## src/rtl/bmea_pkg.sv

```systemverilog
// ============================================================================
// bmea_pkg - shared types and constants of the 3x3 edge-aware box mean
// Pixel, coordinate and sum types, register codes, reciprocal constants and
// the structs that travel between the pipeline stages.
// ============================================================================
package bmea_pkg;

    localparam int PIX_W      = 8;
    localparam int COORD_W    = 4;
    localparam int SIDE_W     = 5;
    localparam int SUM_W      = 12;
    localparam int APB_DATA_W = 32;
    localparam int APB_ADDR_W = 3;
    localparam int REG_IDX_W  = APB_ADDR_W - 2;

    localparam logic [SIDE_W-1:0] SIDE_RESET = 5'd8;

    // Reciprocals scaled by 2^15. Over sums below 4096 the product shifted
    // right by 15 equals the truncated quotient.
    localparam int               RCP_SHIFT = 15;
    localparam int               RCP_W     = 14;
    localparam int               PROD_W    = SUM_W + RCP_W;
    localparam logic [RCP_W-1:0] RCP_4     = 14'd8192;
    localparam logic [RCP_W-1:0] RCP_6     = 14'd5462;
    localparam logic [RCP_W-1:0] RCP_9     = 14'd3641;

    typedef logic [PIX_W-1:0]   t_pix;
    typedef logic [COORD_W-1:0] t_coord;
    typedef logic [SUM_W-1:0]   t_sum;

    typedef enum logic [REG_IDX_W-1:0] {
        REG_IMAGE_SIDE = 1'b0
    } t_reg_idx;

    typedef enum logic [1:0] {
        DIV_4 = 2'd0,
        DIV_6 = 2'd1,
        DIV_9 = 2'd2
    } t_div;

    // Position of a pixel and which of its results exist.
    typedef struct packed {
        t_coord row;
        t_coord col;
        logic   has_up;
        logic   has_up2;
        logic   has_left;
        logic   has_left2;
        logic   row_last;
        logic   col_last;
    } t_meta;

    // One column of the window: the current row and the two above it.
    typedef struct packed {
        t_pix cur;
        t_pix above1;
        t_pix above2;
    } t_column;

    typedef struct packed {
        t_sum   sum;
        t_div   div;
        t_coord row;
        t_coord col;
        logic   run_last;
        logic   frame_done;
    } t_sum_beat;

endpackage

```

## src/rtl/bmea_if.sv

```systemverilog
// ============================================================================
// bmea_if - stream channels of the 3x3 edge-aware box mean
// A pixel channel and a result channel, each with valid/ready.
// ============================================================================
interface bmea_pix_if;
    logic            valid;
    logic            ready;
    bmea_pkg::t_pix  pixel;

    modport source (output valid, output pixel, input ready);
    modport sink   (input valid, input pixel, output ready);
endinterface

interface bmea_res_if;
    logic              valid;
    logic              ready;
    bmea_pkg::t_coord  out_row;
    bmea_pkg::t_coord  out_column;
    bmea_pkg::t_pix    smoothed;
    logic              run_last;
    logic              frame_done;

    modport source (output valid, output out_row, output out_column, output smoothed,
                     output run_last, output frame_done, input ready);
    modport sink   (input valid, input out_row, input out_column, input smoothed,
                     input run_last, input frame_done, output ready);
endinterface

```

## src/rtl/bmea_cfg_regs.sv

```systemverilog
// ============================================================================
// bmea_cfg_regs - APB configuration register
// Holds the image side and the last valid index derived from it.
// ============================================================================
module bmea_cfg_regs #(
    parameter int MAX_SIDE = 16
) (
    input  logic                                  i_clk,
    input  logic                                  i_rst_n,
    input  logic                                  psel,
    input  logic                                  penable,
    input  logic                                  pwrite,
    input  logic [bmea_pkg::APB_ADDR_W-1:0]       paddr,
    input  logic [bmea_pkg::APB_DATA_W-1:0]       pwdata,
    output logic [bmea_pkg::APB_DATA_W-1:0]       prdata,
    output logic                                  pready,
    output logic [$clog2(MAX_SIDE)-1:0]           o_last,
    output logic                                  o_restart
);

    localparam int CW = $clog2(MAX_SIDE);

    logic [bmea_pkg::SIDE_W-1:0] r_side;
    logic [CW-1:0]               r_last;
    bmea_pkg::t_reg_idx          reg_idx;
    logic                        wr_en;
    logic                        wr_side;

    // Out-of-range sides act as the nearest legal side.
    function automatic logic [CW-1:0] last_index(logic [bmea_pkg::SIDE_W-1:0] side);
        if (side < bmea_pkg::SIDE_W'(2)) begin
            return CW'(1);
        end else if (int'(side) > MAX_SIDE) begin
            return CW'(MAX_SIDE - 1);
        end else begin
            return CW'(side - 1'b1);
        end
    endfunction

    assign reg_idx = bmea_pkg::t_reg_idx'(paddr[bmea_pkg::APB_ADDR_W-1:2]);
    assign wr_en   = psel && penable && pwrite && pready;
    assign pready  = 1'b1;

    always_comb begin
        wr_side = 1'b0;
        prdata  = '0;
        unique case (reg_idx)
            bmea_pkg::REG_IMAGE_SIDE: begin
                wr_side = wr_en;
                prdata  = bmea_pkg::APB_DATA_W'(r_side);
            end
            default: begin
                wr_side = 1'b0;
                prdata  = '0;
            end
        endcase
    end

    always_ff @(posedge i_clk) begin
        if (!i_rst_n) begin
            r_side <= bmea_pkg::SIDE_RESET;
            r_last <= last_index(bmea_pkg::SIDE_RESET);
        end else if (wr_side) begin
            r_side <= pwdata[bmea_pkg::SIDE_W-1:0];
            r_last <= last_index(pwdata[bmea_pkg::SIDE_W-1:0]);
        end
    end

    assign o_last    = r_last;
    assign o_restart = wr_side;

endmodule

```

## src/rtl/bmea_line_store.sv

```systemverilog
// ============================================================================
// bmea_line_store - raster counters and three-row line store
// Writes each accepted pixel and reads the two rows above it in the same
// column, handing one window column per pixel to the window stage.
// ============================================================================
module bmea_line_store #(
    parameter int MAX_SIDE = 16
) (
    input  logic                          i_clk,
    input  logic                          i_rst_n,
    input  logic [$clog2(MAX_SIDE)-1:0]   i_last,
    input  logic                          i_restart,
    bmea_pix_if.sink                      i_pix,
    input  logic                          i_s2_ready,
    output logic                          o_s1_valid,
    output bmea_pkg::t_meta               o_s1_meta,
    output bmea_pkg::t_column             o_s1_col
);

    localparam int CW    = $clog2(MAX_SIDE);
    localparam int DEPTH = 3 * MAX_SIDE;
    localparam int AW    = $clog2(DEPTH);

    bmea_pkg::t_pix  r_mem [DEPTH];

    logic [CW-1:0]   r_row, n_row;
    logic [CW-1:0]   r_col, n_col;
    logic [1:0]      r_rsel, n_rsel;
    logic            r_s1_vld;
    bmea_pkg::t_meta r_s1_meta, n_meta;
    bmea_pkg::t_pix  r_s1_pix;
    bmea_pkg::t_pix  r_rd_above1;
    bmea_pkg::t_pix  r_rd_above2;

    logic            s1_free;
    logic            accept;
    logic [1:0]      sel_above1;
    logic [1:0]      sel_above2;
    logic [AW-1:0]   wr_addr;
    logic [AW-1:0]   rd_addr_above1;
    logic [AW-1:0]   rd_addr_above2;

    assign s1_free     = !r_s1_vld || i_s2_ready;
    assign i_pix.ready = s1_free;
    assign accept      = i_pix.valid && s1_free;

    // Rows live in the store at row number modulo three.
    always_comb begin
        case (r_rsel)
            2'd0: begin
                sel_above1 = 2'd2;
                sel_above2 = 2'd1;
            end
            2'd1: begin
                sel_above1 = 2'd0;
                sel_above2 = 2'd2;
            end
            default: begin
                sel_above1 = 2'd1;
                sel_above2 = 2'd0;
            end
        endcase
    end

    assign wr_addr        = AW'(int'(r_rsel) * MAX_SIDE + int'(r_col));
    assign rd_addr_above1 = AW'(int'(sel_above1) * MAX_SIDE + int'(r_col));
    assign rd_addr_above2 = AW'(int'(sel_above2) * MAX_SIDE + int'(r_col));

    // The write always targets the current row and the reads the two others,
    // so a read never meets the write of the same cycle.
    always_ff @(posedge i_clk) begin
        if (accept) begin
            r_mem[wr_addr] <= i_pix.pixel;
            r_rd_above1    <= r_mem[rd_addr_above1];
            r_rd_above2    <= r_mem[rd_addr_above2];
        end
    end

    always_comb begin
        n_row  = r_row;
        n_col  = r_col;
        n_rsel = r_rsel;
        if (i_restart) begin
            n_row  = '0;
            n_col  = '0;
            n_rsel = 2'd0;
        end else if (accept) begin
            if (r_col == i_last) begin
                n_col = '0;
                if (r_row == i_last) begin
                    n_row  = '0;
                    n_rsel = 2'd0;
                end else begin
                    n_row  = r_row + 1'b1;
                    n_rsel = (r_rsel == 2'd2) ? 2'd0 : r_rsel + 2'd1;
                end
            end else begin
                n_col = r_col + 1'b1;
            end
        end
    end

    always_comb begin
        n_meta.row       = bmea_pkg::t_coord'(r_row);
        n_meta.col       = bmea_pkg::t_coord'(r_col);
        n_meta.has_up    = (r_row != '0);
        n_meta.has_up2   = (r_row > CW'(1));
        n_meta.has_left  = (r_col != '0);
        n_meta.has_left2 = (r_col > CW'(1));
        n_meta.row_last  = (r_row == i_last);
        n_meta.col_last  = (r_col == i_last);
    end

    always_ff @(posedge i_clk) begin
        if (!i_rst_n) begin
            r_row    <= '0;
            r_col    <= '0;
            r_rsel   <= 2'd0;
            r_s1_vld <= 1'b0;
        end else begin
            r_row  <= n_row;
            r_col  <= n_col;
            r_rsel <= n_rsel;
            if (accept) begin
                r_s1_vld <= 1'b1;
            end else if (i_s2_ready) begin
                r_s1_vld <= 1'b0;
            end
        end
    end

    always_ff @(posedge i_clk) begin
        if (accept) begin
            r_s1_meta <= n_meta;
            r_s1_pix  <= i_pix.pixel;
        end
    end

    assign o_s1_valid      = r_s1_vld;
    assign o_s1_meta       = r_s1_meta;
    assign o_s1_col.cur    = r_s1_pix;
    assign o_s1_col.above1 = r_rd_above1;
    assign o_s1_col.above2 = r_rd_above2;

`ifndef SYNTH
    a_pos_in_image: assert property (@(posedge i_clk) disable iff (!i_rst_n)
        (r_col <= i_last) && (r_row <= i_last))
        else $error("raster position lies outside the image");

    a_rsel_tracks_row: assert property (@(posedge i_clk) disable iff (!i_rst_n)
        (r_row == '0) |-> (r_rsel == 2'd0))
        else $error("store row select out of step with the row counter");
`endif

endmodule

```

## src/rtl/bmea_window.sv

```systemverilog
// ============================================================================
// bmea_window - 3x3 window and neighborhood sum
// Shifts one column per pixel into the window and walks the results that the
// pixel releases, one masked nine-tap sum per cycle unless the divider stalls.
// ============================================================================
module bmea_window (
    input  logic                  i_clk,
    input  logic                  i_rst_n,
    input  logic                  i_s1_valid,
    input  bmea_pkg::t_meta       i_s1_meta,
    input  bmea_pkg::t_column     i_s1_col,
    output logic                  o_s2_ready,
    input  logic                  i_s3_ready,
    output logic                  o_s3_valid,
    output bmea_pkg::t_sum_beat   o_s3
);

    // Column 0 is two pixels left of the newest, column 2 the newest.
    bmea_pkg::t_column   r_win [3];
    logic                r_s2_vld;
    bmea_pkg::t_meta     r_s2_meta;
    logic                r_ka;
    logic                r_kb;
    logic                r_s3_vld;
    bmea_pkg::t_sum_beat r_s3, n_s3;

    logic has_res;
    logic a_last;
    logic b_last;
    logic s3_free;
    logic emit;
    logic s2_done;
    logic s2_load;
    logic row0_in;
    logic col0_in;

    // A pixel releases results only when it has a row above and a column left.
    // r_ka picks the result row (above, then the last row itself) and r_kb
    // the result column in the same way.
    assign has_res    = r_s2_meta.has_up && r_s2_meta.has_left;
    assign a_last     = !r_s2_meta.row_last || r_ka;
    assign b_last     = !r_s2_meta.col_last || r_kb;
    assign s3_free    = !r_s3_vld || i_s3_ready;
    assign emit       = r_s2_vld && has_res && s3_free;
    assign s2_done    = r_s2_vld && (!has_res || (s3_free && a_last && b_last));
    assign o_s2_ready = !r_s2_vld || s2_done;
    assign s2_load    = i_s1_valid && o_s2_ready;

    // Rows 1 and 2 and columns 1 and 2 are always inside the neighborhood;
    // the top row and the left column join only for the upper or left result
    // and only when they lie inside the image.
    assign row0_in = !r_ka && r_s2_meta.has_up2;
    assign col0_in = !r_kb && r_s2_meta.has_left2;

    always_comb begin
        n_s3.sum = bmea_pkg::t_sum'(r_win[1].above1) + bmea_pkg::t_sum'(r_win[1].cur)
                 + bmea_pkg::t_sum'(r_win[2].above1) + bmea_pkg::t_sum'(r_win[2].cur)
                 + (row0_in ? bmea_pkg::t_sum'(r_win[1].above2) : '0)
                 + (row0_in ? bmea_pkg::t_sum'(r_win[2].above2) : '0)
                 + (col0_in ? bmea_pkg::t_sum'(r_win[0].above1) : '0)
                 + (col0_in ? bmea_pkg::t_sum'(r_win[0].cur) : '0)
                 + ((row0_in && col0_in) ? bmea_pkg::t_sum'(r_win[0].above2) : '0);
        case ({row0_in, col0_in})
            2'b11:   n_s3.div = bmea_pkg::DIV_9;
            2'b00:   n_s3.div = bmea_pkg::DIV_4;
            default: n_s3.div = bmea_pkg::DIV_6;
        endcase
        n_s3.row        = r_ka ? r_s2_meta.row : r_s2_meta.row - 1'b1;
        n_s3.col        = r_kb ? r_s2_meta.col : r_s2_meta.col - 1'b1;
        n_s3.run_last   = a_last && b_last;
        n_s3.frame_done = a_last && b_last && r_s2_meta.row_last && r_s2_meta.col_last;
    end

    always_ff @(posedge i_clk) begin
        if (!i_rst_n) begin
            r_s2_vld <= 1'b0;
            r_ka     <= 1'b0;
            r_kb     <= 1'b0;
            r_s3_vld <= 1'b0;
        end else begin
            if (s2_load) begin
                r_s2_vld <= 1'b1;
            end else if (s2_done) begin
                r_s2_vld <= 1'b0;
            end
            if (s2_done) begin
                r_ka <= 1'b0;
                r_kb <= 1'b0;
            end else if (emit) begin
                if (b_last) begin
                    r_kb <= 1'b0;
                    r_ka <= 1'b1;
                end else begin
                    r_kb <= 1'b1;
                end
            end
            if (emit) begin
                r_s3_vld <= 1'b1;
            end else if (i_s3_ready) begin
                r_s3_vld <= 1'b0;
            end
        end
    end

    always_ff @(posedge i_clk) begin
        if (s2_load) begin
            r_s2_meta <= i_s1_meta;
            r_win[0]  <= r_win[1];
            r_win[1]  <= r_win[2];
            r_win[2]  <= i_s1_col;
        end
        if (emit) begin
            r_s3 <= n_s3;
        end
    end

    assign o_s3_valid = r_s3_vld;
    assign o_s3       = r_s3;

`ifndef SYNTH
    a_second_row_only_at_bottom: assert property (@(posedge i_clk) disable iff (!i_rst_n)
        (r_s2_vld && r_ka) |-> r_s2_meta.row_last)
        else $error("second result row taken outside the last image row");

    a_last_result_marked: assert property (@(posedge i_clk) disable iff (!i_rst_n)
        (s2_done && has_res) |-> (emit && n_s3.run_last))
        else $error("pixel retired without marking its last result");

    a_sum_held_on_stall: assert property (@(posedge i_clk) disable iff (!i_rst_n)
        (r_s3_vld && !i_s3_ready) |=> (r_s3_vld && $stable(r_s3)))
        else $error("sum stage changed while stalled");
`endif

endmodule

```

## src/rtl/bmea_mean.sv

```systemverilog
// ============================================================================
// bmea_mean - divide by the neighborhood size and drive the result channel
// Multiplies the sum by a scaled reciprocal of 4, 6 or 9 and holds the
// result beat in the output register.
// ============================================================================
module bmea_mean (
    input  logic                  i_clk,
    input  logic                  i_rst_n,
    input  logic                  i_s3_valid,
    input  bmea_pkg::t_sum_beat   i_s3,
    output logic                  o_s3_ready,
    bmea_res_if.source            o_res
);

    logic                           r_vld;
    bmea_pkg::t_coord               r_row;
    bmea_pkg::t_coord               r_col;
    bmea_pkg::t_pix                 r_mean, n_mean;
    logic                           r_run_last;
    logic                           r_frame_done;

    logic                           out_free;
    logic                           load;
    logic [bmea_pkg::RCP_W-1:0]     rcp;
    logic [bmea_pkg::PROD_W-1:0]    prod;

    assign out_free   = !r_vld || o_res.ready;
    assign o_s3_ready = out_free;
    assign load       = i_s3_valid && out_free;

    always_comb begin
        unique case (i_s3.div)
            bmea_pkg::DIV_4: rcp = bmea_pkg::RCP_4;
            bmea_pkg::DIV_6: rcp = bmea_pkg::RCP_6;
            bmea_pkg::DIV_9: rcp = bmea_pkg::RCP_9;
            default:         rcp = bmea_pkg::RCP_9;
        endcase
        prod   = bmea_pkg::PROD_W'(i_s3.sum) * bmea_pkg::PROD_W'(rcp);
        n_mean = bmea_pkg::t_pix'(prod >> bmea_pkg::RCP_SHIFT);
    end

    always_ff @(posedge i_clk) begin
        if (!i_rst_n) begin
            r_vld <= 1'b0;
        end else if (load) begin
            r_vld <= 1'b1;
        end else if (o_res.ready) begin
            r_vld <= 1'b0;
        end
    end

    always_ff @(posedge i_clk) begin
        if (load) begin
            r_row        <= i_s3.row;
            r_col        <= i_s3.col;
            r_mean       <= n_mean;
            r_run_last   <= i_s3.run_last;
            r_frame_done <= i_s3.frame_done;
        end
    end

    assign o_res.valid      = r_vld;
    assign o_res.out_row    = r_row;
    assign o_res.out_column = r_col;
    assign o_res.smoothed   = r_mean;
    assign o_res.run_last   = r_run_last;
    assign o_res.frame_done = r_frame_done;

endmodule

```

## src/rtl/box_mean_3x3_edge_aware_top.sv

```systemverilog
// ============================================================================
// box_mean_3x3_edge_aware_top - streaming 3x3 box mean with edge handling
// Top level: configuration register, line store, window and divider.
// ============================================================================
// The block smooths a square 8-bit image whose side (2 up to MAX_SIDE, set
// through the image_side register at byte address 0) arrives one pixel per
// beat in raster order. Every output pixel is the truncated mean of the
// pixels of its 3x3 neighborhood that lie inside the image, so corners
// average 4 pixels, edges 6 and the interior 9. A result is sent with its row
// and column as soon as the pixel below and right of it, clamped to the
// image, has arrived: pixels of the first row and of the first column send
// nothing, an ordinary pixel sends one result, a pixel of the last row or
// last column sends two, and the last pixel of the image sends four. run_last
// marks the last result of an input beat and frame_done the final result of
// the image. The input takes one pixel per clock cycle while the output is
// not stalled; a pixel that sends more than one result holds the input
// while the window stage computes one neighborhood sum per cycle for it.
// A result passes the line store, window, sum and output registers after its
// pixel is accepted, and the output register lets the next pixel enter while a
// result still waits. The line store keeps three rows of MAX_SIDE pixels in
// one memory with one write port and two registered read ports: each
// accepted pixel is written to its row and the two rows above are read in
// the same column, so the window needs no extra row buffers and no clearing
// pass follows reset. Writing image_side restarts the image at the next
// pixel; it is to be written only while no results are outstanding. Side
// values below 2 act as 2 and values above MAX_SIDE act as MAX_SIDE.
module box_mean_3x3_edge_aware_top #(
    parameter int MAX_SIDE = 16
) (
    input  logic                              i_clk,
    input  logic                              i_rst_n,
    input  logic                              psel,
    input  logic                              penable,
    input  logic                              pwrite,
    input  logic [bmea_pkg::APB_ADDR_W-1:0]   paddr,
    input  logic [bmea_pkg::APB_DATA_W-1:0]   pwdata,
    output logic [bmea_pkg::APB_DATA_W-1:0]   prdata,
    output logic                              pready,
    bmea_pix_if.sink                          i_pix,
    bmea_res_if.source                        o_res
);

    localparam int CW = $clog2(MAX_SIDE);

    // Last valid row and column index, and the strobe that restarts the image.
    logic [CW-1:0]        last_idx;
    logic                 restart;

    // Line store to window: one column per accepted pixel.
    logic                 s1_valid;
    logic                 s2_ready;
    bmea_pkg::t_meta      s1_meta;
    bmea_pkg::t_column    s1_col;

    // Window to divider: one neighborhood sum per result beat.
    logic                 s3_valid;
    logic                 s3_ready;
    bmea_pkg::t_sum_beat  s3_beat;

    bmea_cfg_regs #(
        .MAX_SIDE (MAX_SIDE)
    ) u_cfg_regs (
        .i_clk     (i_clk),
        .i_rst_n   (i_rst_n),
        .psel      (psel),
        .penable   (penable),
        .pwrite    (pwrite),
        .paddr     (paddr),
        .pwdata    (pwdata),
        .prdata    (prdata),
        .pready    (pready),
        .o_last    (last_idx),
        .o_restart (restart)
    );

    bmea_line_store #(
        .MAX_SIDE (MAX_SIDE)
    ) u_line_store (
        .i_clk      (i_clk),
        .i_rst_n    (i_rst_n),
        .i_last     (last_idx),
        .i_restart  (restart),
        .i_pix      (i_pix),
        .i_s2_ready (s2_ready),
        .o_s1_valid (s1_valid),
        .o_s1_meta  (s1_meta),
        .o_s1_col   (s1_col)
    );

    // The window walks the results of one pixel while the line store
    // already holds the next one.
    bmea_window u_window (
        .i_clk      (i_clk),
        .i_rst_n    (i_rst_n),
        .i_s1_valid (s1_valid),
        .i_s1_meta  (s1_meta),
        .i_s1_col   (s1_col),
        .o_s2_ready (s2_ready),
        .i_s3_ready (s3_ready),
        .o_s3_valid (s3_valid),
        .o_s3       (s3_beat)
    );

    // The divider's output register parts the result channel from the
    // pipeline, so a stalled result does not block the input directly.
    bmea_mean u_mean (
        .i_clk      (i_clk),
        .i_rst_n    (i_rst_n),
        .i_s3_valid (s3_valid),
        .i_s3       (s3_beat),
        .o_s3_ready (s3_ready),
        .o_res      (o_res)
    );

endmodule

```

## src/flat_wrapper.sv

```systemverilog
// flat-port wrapper written by rule: the top's interface ports become plain ports
module box_mean_3x3_edge_aware_top_flat 
#(
    parameter int MAX_SIDE = 16
)
  (i_clk, i_rst_n, psel, penable, pwrite, paddr, pwdata, prdata, pready, i_pix_valid, i_pix_pixel, i_pix_ready, o_res_valid, o_res_out_row, o_res_out_column, o_res_smoothed, o_res_run_last, o_res_frame_done, o_res_ready);
  bmea_pix_if i_pix_i ();
  bmea_res_if o_res_i ();
  input  logic i_clk;
  input  logic i_rst_n;
  input  logic psel;
  input  logic penable;
  input  logic pwrite;
  input  logic [bmea_pkg::APB_ADDR_W-1:0] paddr;
  input  logic [bmea_pkg::APB_DATA_W-1:0] pwdata;
  output logic [bmea_pkg::APB_DATA_W-1:0] prdata;
  output logic pready;
  input wire logic [$bits(i_pix_i.valid)-1:0] i_pix_valid;
  input wire logic [$bits(i_pix_i.pixel)-1:0] i_pix_pixel;
  output wire logic [$bits(i_pix_i.ready)-1:0] i_pix_ready;
  output wire logic [$bits(o_res_i.valid)-1:0] o_res_valid;
  output wire logic [$bits(o_res_i.out_row)-1:0] o_res_out_row;
  output wire logic [$bits(o_res_i.out_column)-1:0] o_res_out_column;
  output wire logic [$bits(o_res_i.smoothed)-1:0] o_res_smoothed;
  output wire logic [$bits(o_res_i.run_last)-1:0] o_res_run_last;
  output wire logic [$bits(o_res_i.frame_done)-1:0] o_res_frame_done;
  input wire logic [$bits(o_res_i.ready)-1:0] o_res_ready;
  assign i_pix_i.valid = i_pix_valid;
  assign i_pix_i.pixel = i_pix_pixel;
  assign i_pix_ready = i_pix_i.ready;
  assign o_res_valid = o_res_i.valid;
  assign o_res_out_row = o_res_i.out_row;
  assign o_res_out_column = o_res_i.out_column;
  assign o_res_smoothed = o_res_i.smoothed;
  assign o_res_run_last = o_res_i.run_last;
  assign o_res_frame_done = o_res_i.frame_done;
  assign o_res_i.ready = o_res_ready;
  box_mean_3x3_edge_aware_top #(.MAX_SIDE(MAX_SIDE)) u_core (.i_clk(i_clk), .i_rst_n(i_rst_n), .psel(psel), .penable(penable), .pwrite(pwrite), .paddr(paddr), .pwdata(pwdata), .prdata(prdata), .pready(pready), .i_pix(i_pix_i), .o_res(o_res_i));
endmodule
```

## config.mk

```make
export PLATFORM = sky130hd
export DESIGN_NAME = box_mean_3x3_edge_aware_top_flat
export DESIGN_NICKNAME = d
export VERILOG_FILES = /design/src/rtl/bmea_pkg.sv /design/src/rtl/bmea_if.sv /design/src/rtl/bmea_cfg_regs.sv /design/src/rtl/bmea_line_store.sv /design/src/rtl/bmea_window.sv /design/src/rtl/bmea_mean.sv /design/src/rtl/box_mean_3x3_edge_aware_top.sv /design/src/flat_wrapper.sv
export SDC_FILE = /design/constraint.sdc
export NUM_CORES = 1
export LEC_CHECK = 0
export ABC_CLOCK_PERIOD_IN_PS = 6100
export BUFFER_PORTS_ARGS = -buffer_cell sky130_fd_sc_hd__buf_2
export CORE_AREA = 2 2 229 231
export DETAILED_ROUTE_END_ITERATION = 8
export DIE_AREA = 0 0 231 233
export PLACE_DENSITY = 0.72
export SLEW_MARGIN = 20
export SYNTH_ARGS = -nofsm -noshare
export SYNTH_HDL_FRONTEND = slang
export SYNTH_HIERARCHICAL = 1
export SYNTH_SLANG_ARGS = --single-unit
```

## constraint.sdc

```tcl
create_clock -name i_clk -period 6.1 [get_ports i_clk]
set_input_delay 0.915 -clock i_clk [delete_from_list [all_inputs] [get_ports i_clk]]
set_output_delay 0.915 -clock i_clk [all_outputs]
set_load 0.02 [all_outputs]
```

==> impl_metrics.ini <==
[outcome]
status = finished, final reports clean

[worst_hold_path]
hold_start = u_core/u_line_store/r_s1_pix[2]$_DFFE_PP_
min_path_type = flop to flop
holdPathEnd = u_core/u_window/r_win[0][66]$_DFFE_PP_
min_path_cells = 0

[timing]
fin_ws_ns = 0.460
finalSetupViolCount = 0
worst_pin_slew_ns = 1.16
tns_ns = 0
finalHoldViolCount = 0
rsz0062_at_grt = no
final_max_slew_viol_count = 0
fmax_mhz = 177
min_period_ns = 5.64
finalClockSkew_ns = 0.0280
whs_ns = 0.414
max_slew_margin = 0.227
period_share = 0.925

[clocking]
post_cts_buffers = 0
cts_root_buf = clkbuf_16
cts_tree = built
htreeDepth = 2
clock_latency_ns = 0.61
clock_sinks = 575
clk_pin_slew_ns = 0.06
cts_buffer_depth = 3
post_cts_resized = 0
ctsHoldBuffers = 0
cts_made_buffers = 56

[cells_and_area]
fillers = 3862
fin_cells = 2688
final_cell_area_um2 = 30400
drive_gt1_frac = 0.118
nNetsFinal = 2240
syn2layout_area_growth_pct = 8.95
post-route-util = 0.596
antenna_cells = 0

[drt]
ant_nets = 0
drc = 0
drt_iter0_markers = 1469
wirelength_mm = 60.3
route.vias.total = 15700
avgViaCountPerCell = 5.85
first_pass_iters = 5
avgRoutedWirePerCell_um = 22.4

[global_routing]
grt_use_total = 0.227
grt_pass1_wl_mm = 92.3
antenna_found_initial = 0
grt_overflow = 0
grt_max_degree = 87
grt_pass1_vias = 16000

[critical_path]
path_max_fanout = 16
cp_data_required_time_ns = 6.45
reg2reg_depth = 17
cp.arrival_ns = 5.99
path_class = flop to flop
worstReg2RegStart = u_core/u_window/o_s3[10]$_DFFE_PP_
startpoint_type = flop
timing.rr.end = u_core/u_mean/o_res.smoothed[5]$_DFFE_PP_
r2r_setup_slack_ns = 0.46
endpoint_kind = flop

[die]
design.portCount = 103
rows = 83
start_util = 0.547
core_area_um2 = 51100
chipHeight_um = 233
die_w_um = 231
die_area_um2 = 53800

[placement]
hpwl_mm = 39.2
dp_cells = 2585
place_ws_ns = 0.415
placed_cell_area_um2 = 28700
numPortBuffers = 45
gp_congestion = 0.890

[power]
totalPowerFinal_mw = 10.0
power.leakage_nw = 11.2
power.density_nw_per_um2 = 329
ir_drop_mv = 0.257

[synth]
ys_seq_area_frac = 0.609
muxShareOfSynthArea = 0.0493
netlist_top_cells_count = edfxtp_1 (550), inv_1 (207), fa_1 (143)
yosysUniqueCellTypes = 84
ys_warn_count = 6
syn_avg_cell_area_um2 = 14.6
synth_compound_area_frac = 0.0757
postSynthCellCount = 1915
syn_area_um2 = 27900
synth_top_area_share = 0.591
synth-edff-count = 550
synth_area_leader_cell = edfxtp_1
synth_simple_gate_area_frac = 0.0614
synth_xor_area_frac = 0.0125
ys_async_sr_fraction = 0
synthAdderAreaFrac = 0.140
synth_top_family_by_area = adder cells
synthTopCellsByArea = edfxtp_1 (59%), fa_1 (10%), ha_1 (3.7%)
synth-main-ff-cell = edfxtp_1
synth_seq_cells = 575
yosysMostFrequentCell = edfxtp_1

[job]
maxCapViolations = 0
[where the power goes]
group	leakage (nW)	switching [mW]	total [mW]	internal, mW
registers	5.23	0.0580	4.55	4.49
clock network	0.858	1.41	3.33	1.92
logic	5.16	1.25	2.13	0.880
[cells in the final DEF (no fill, tap or decap), types with 7 or more instances in the layout]
cell	n
edfxtp_1	550
inv_1	207
fa_1	143
nand2_1	114
nor2_1	101
ha_1	83
clkbuf_16	57
and2_1	54
mux2i_1	53
a21oi_1	51
buf_2	45
o21ai_0	41
mux2_2	38
a22oi_1	35
conb_1	30
a221oi_1	25
buf_4	24
dfxtp_1	22
xor2_1	20
xnor2_1	20
clkinv_1	19
nand3_1	14
clkbuf_1	13
mux4_2	13
nor2b_1	12
a221o_1	12
o2bb2ai_1	11
a31oi_1	9
a22o_1	9
a21boi_0	8
o221ai_1	8
clkinv_2	7
o21a_1	7
a211oi_1	7
[logic make-up after synthesis]
logic type	Yosys count
AOI/OAI and AO/OA	287
and+or+nand+nor	354
buffers and inverters	316
DFF	575
other	3
xor gates and xnor gates	40
muxes	114
adders and majority gates	226
[how the worst max path moves through the flow]
stage | cells past startpoint | from | end | slack [ns]
finish | 17 | u_core/u_window/o_s3[10]$_DFFE_PP_ | u_core/u_mean/o_res.smoothed[5]$_DFFE_PP_ | 0.46
global route | 17 | u_core/u_window/o_s3[10]$_DFFE_PP_ | u_core/u_mean/o_res.smoothed[5]$_DFFE_PP_ | 0.11
CTS | 17 | u_core/u_window/o_s3[10]$_DFFE_PP_ | u_core/u_mean/o_res.smoothed[5]$_DFFE_PP_ | 0.42
detailed placement | 17 | u_core/u_window/o_s3[10]$_DFFE_PP_ | u_core/u_mean/o_res.smoothed[5]$_DFFE_PP_ | 0.41
global placement | 17 | u_core/u_window/o_s3[10]$_DFFE_PP_ | u_core/u_mean/o_res.smoothed[5]$_DFFE_PP_ | 0.48
floorplan | 4 | o_res_ready | u_core/u_window/r_s2_meta[0]$_DFFE_PP_ | 0.48
[worst max-delay path, cell delays in order (launching register included)]
cell	delay (ns)
edfxtp_1	0.40
nor2b_2	0.53
nand2_1	0.17
inv_1	0.16
fa_1	0.51
fa_1	0.52
fa_1	0.50
fa_1	0.49
inv_1	0.05
fa_1	0.47
inv_1	0.04
ha_1	0.22
nor2_1	0.17
o211ai_1	0.17
a21oi_4	0.25
o21ai_2	0.13
and4b_1	0.21
or3_1	0.38
[sequential cells by signal, indices dropped and copies added (netlist names), 5 cells and up]
signal                           count
u_core/u_line_store/r_s1_pix         8
u_core/u_window/r_s2_meta           14
u_core/u_cfg_regs/r_side             5
u_core/u_window/o_s3                24
u_core/u_line_store/r_mem          384
u_core/u_mean/o_res.smoothed         8
u_core/u_line_store/o_s1_meta       14
u_core/u_line_store/r_rd_above1      8
u_core/u_window/r_win               72
u_core/u_line_store/r_rd_above2      8
[layout make-up]
cell class,instances,area [µm²],share of cell area
Timing Repair Buffer,70,433,0.0142
Clock buffer,70,1480,0.0485
Sequential cell,575,17000,0.559
Clock inverter,32,282,0.00925
Tap cell,680,851,0.0279
Multi-Input combinational cell,1051,9590,0.315
Inverter,210,788,0.0259
[routing by layer]
metal | up-vias | wire (µm) | track usage | part of all wire
met3 | 151 | 4380 | 0.0352 | 0.073
met1 | 7981 | 23400 | 0.289 | 0.39
met2 | 654 | 30300 | 0.395 | 0.50
li1 | 6948 | - | - | -
met5 | - | 0 | 0 | 0
met4 | 0 | 2250 | 0.0847 | 0.037
Power figures use the tool's default switching activity.
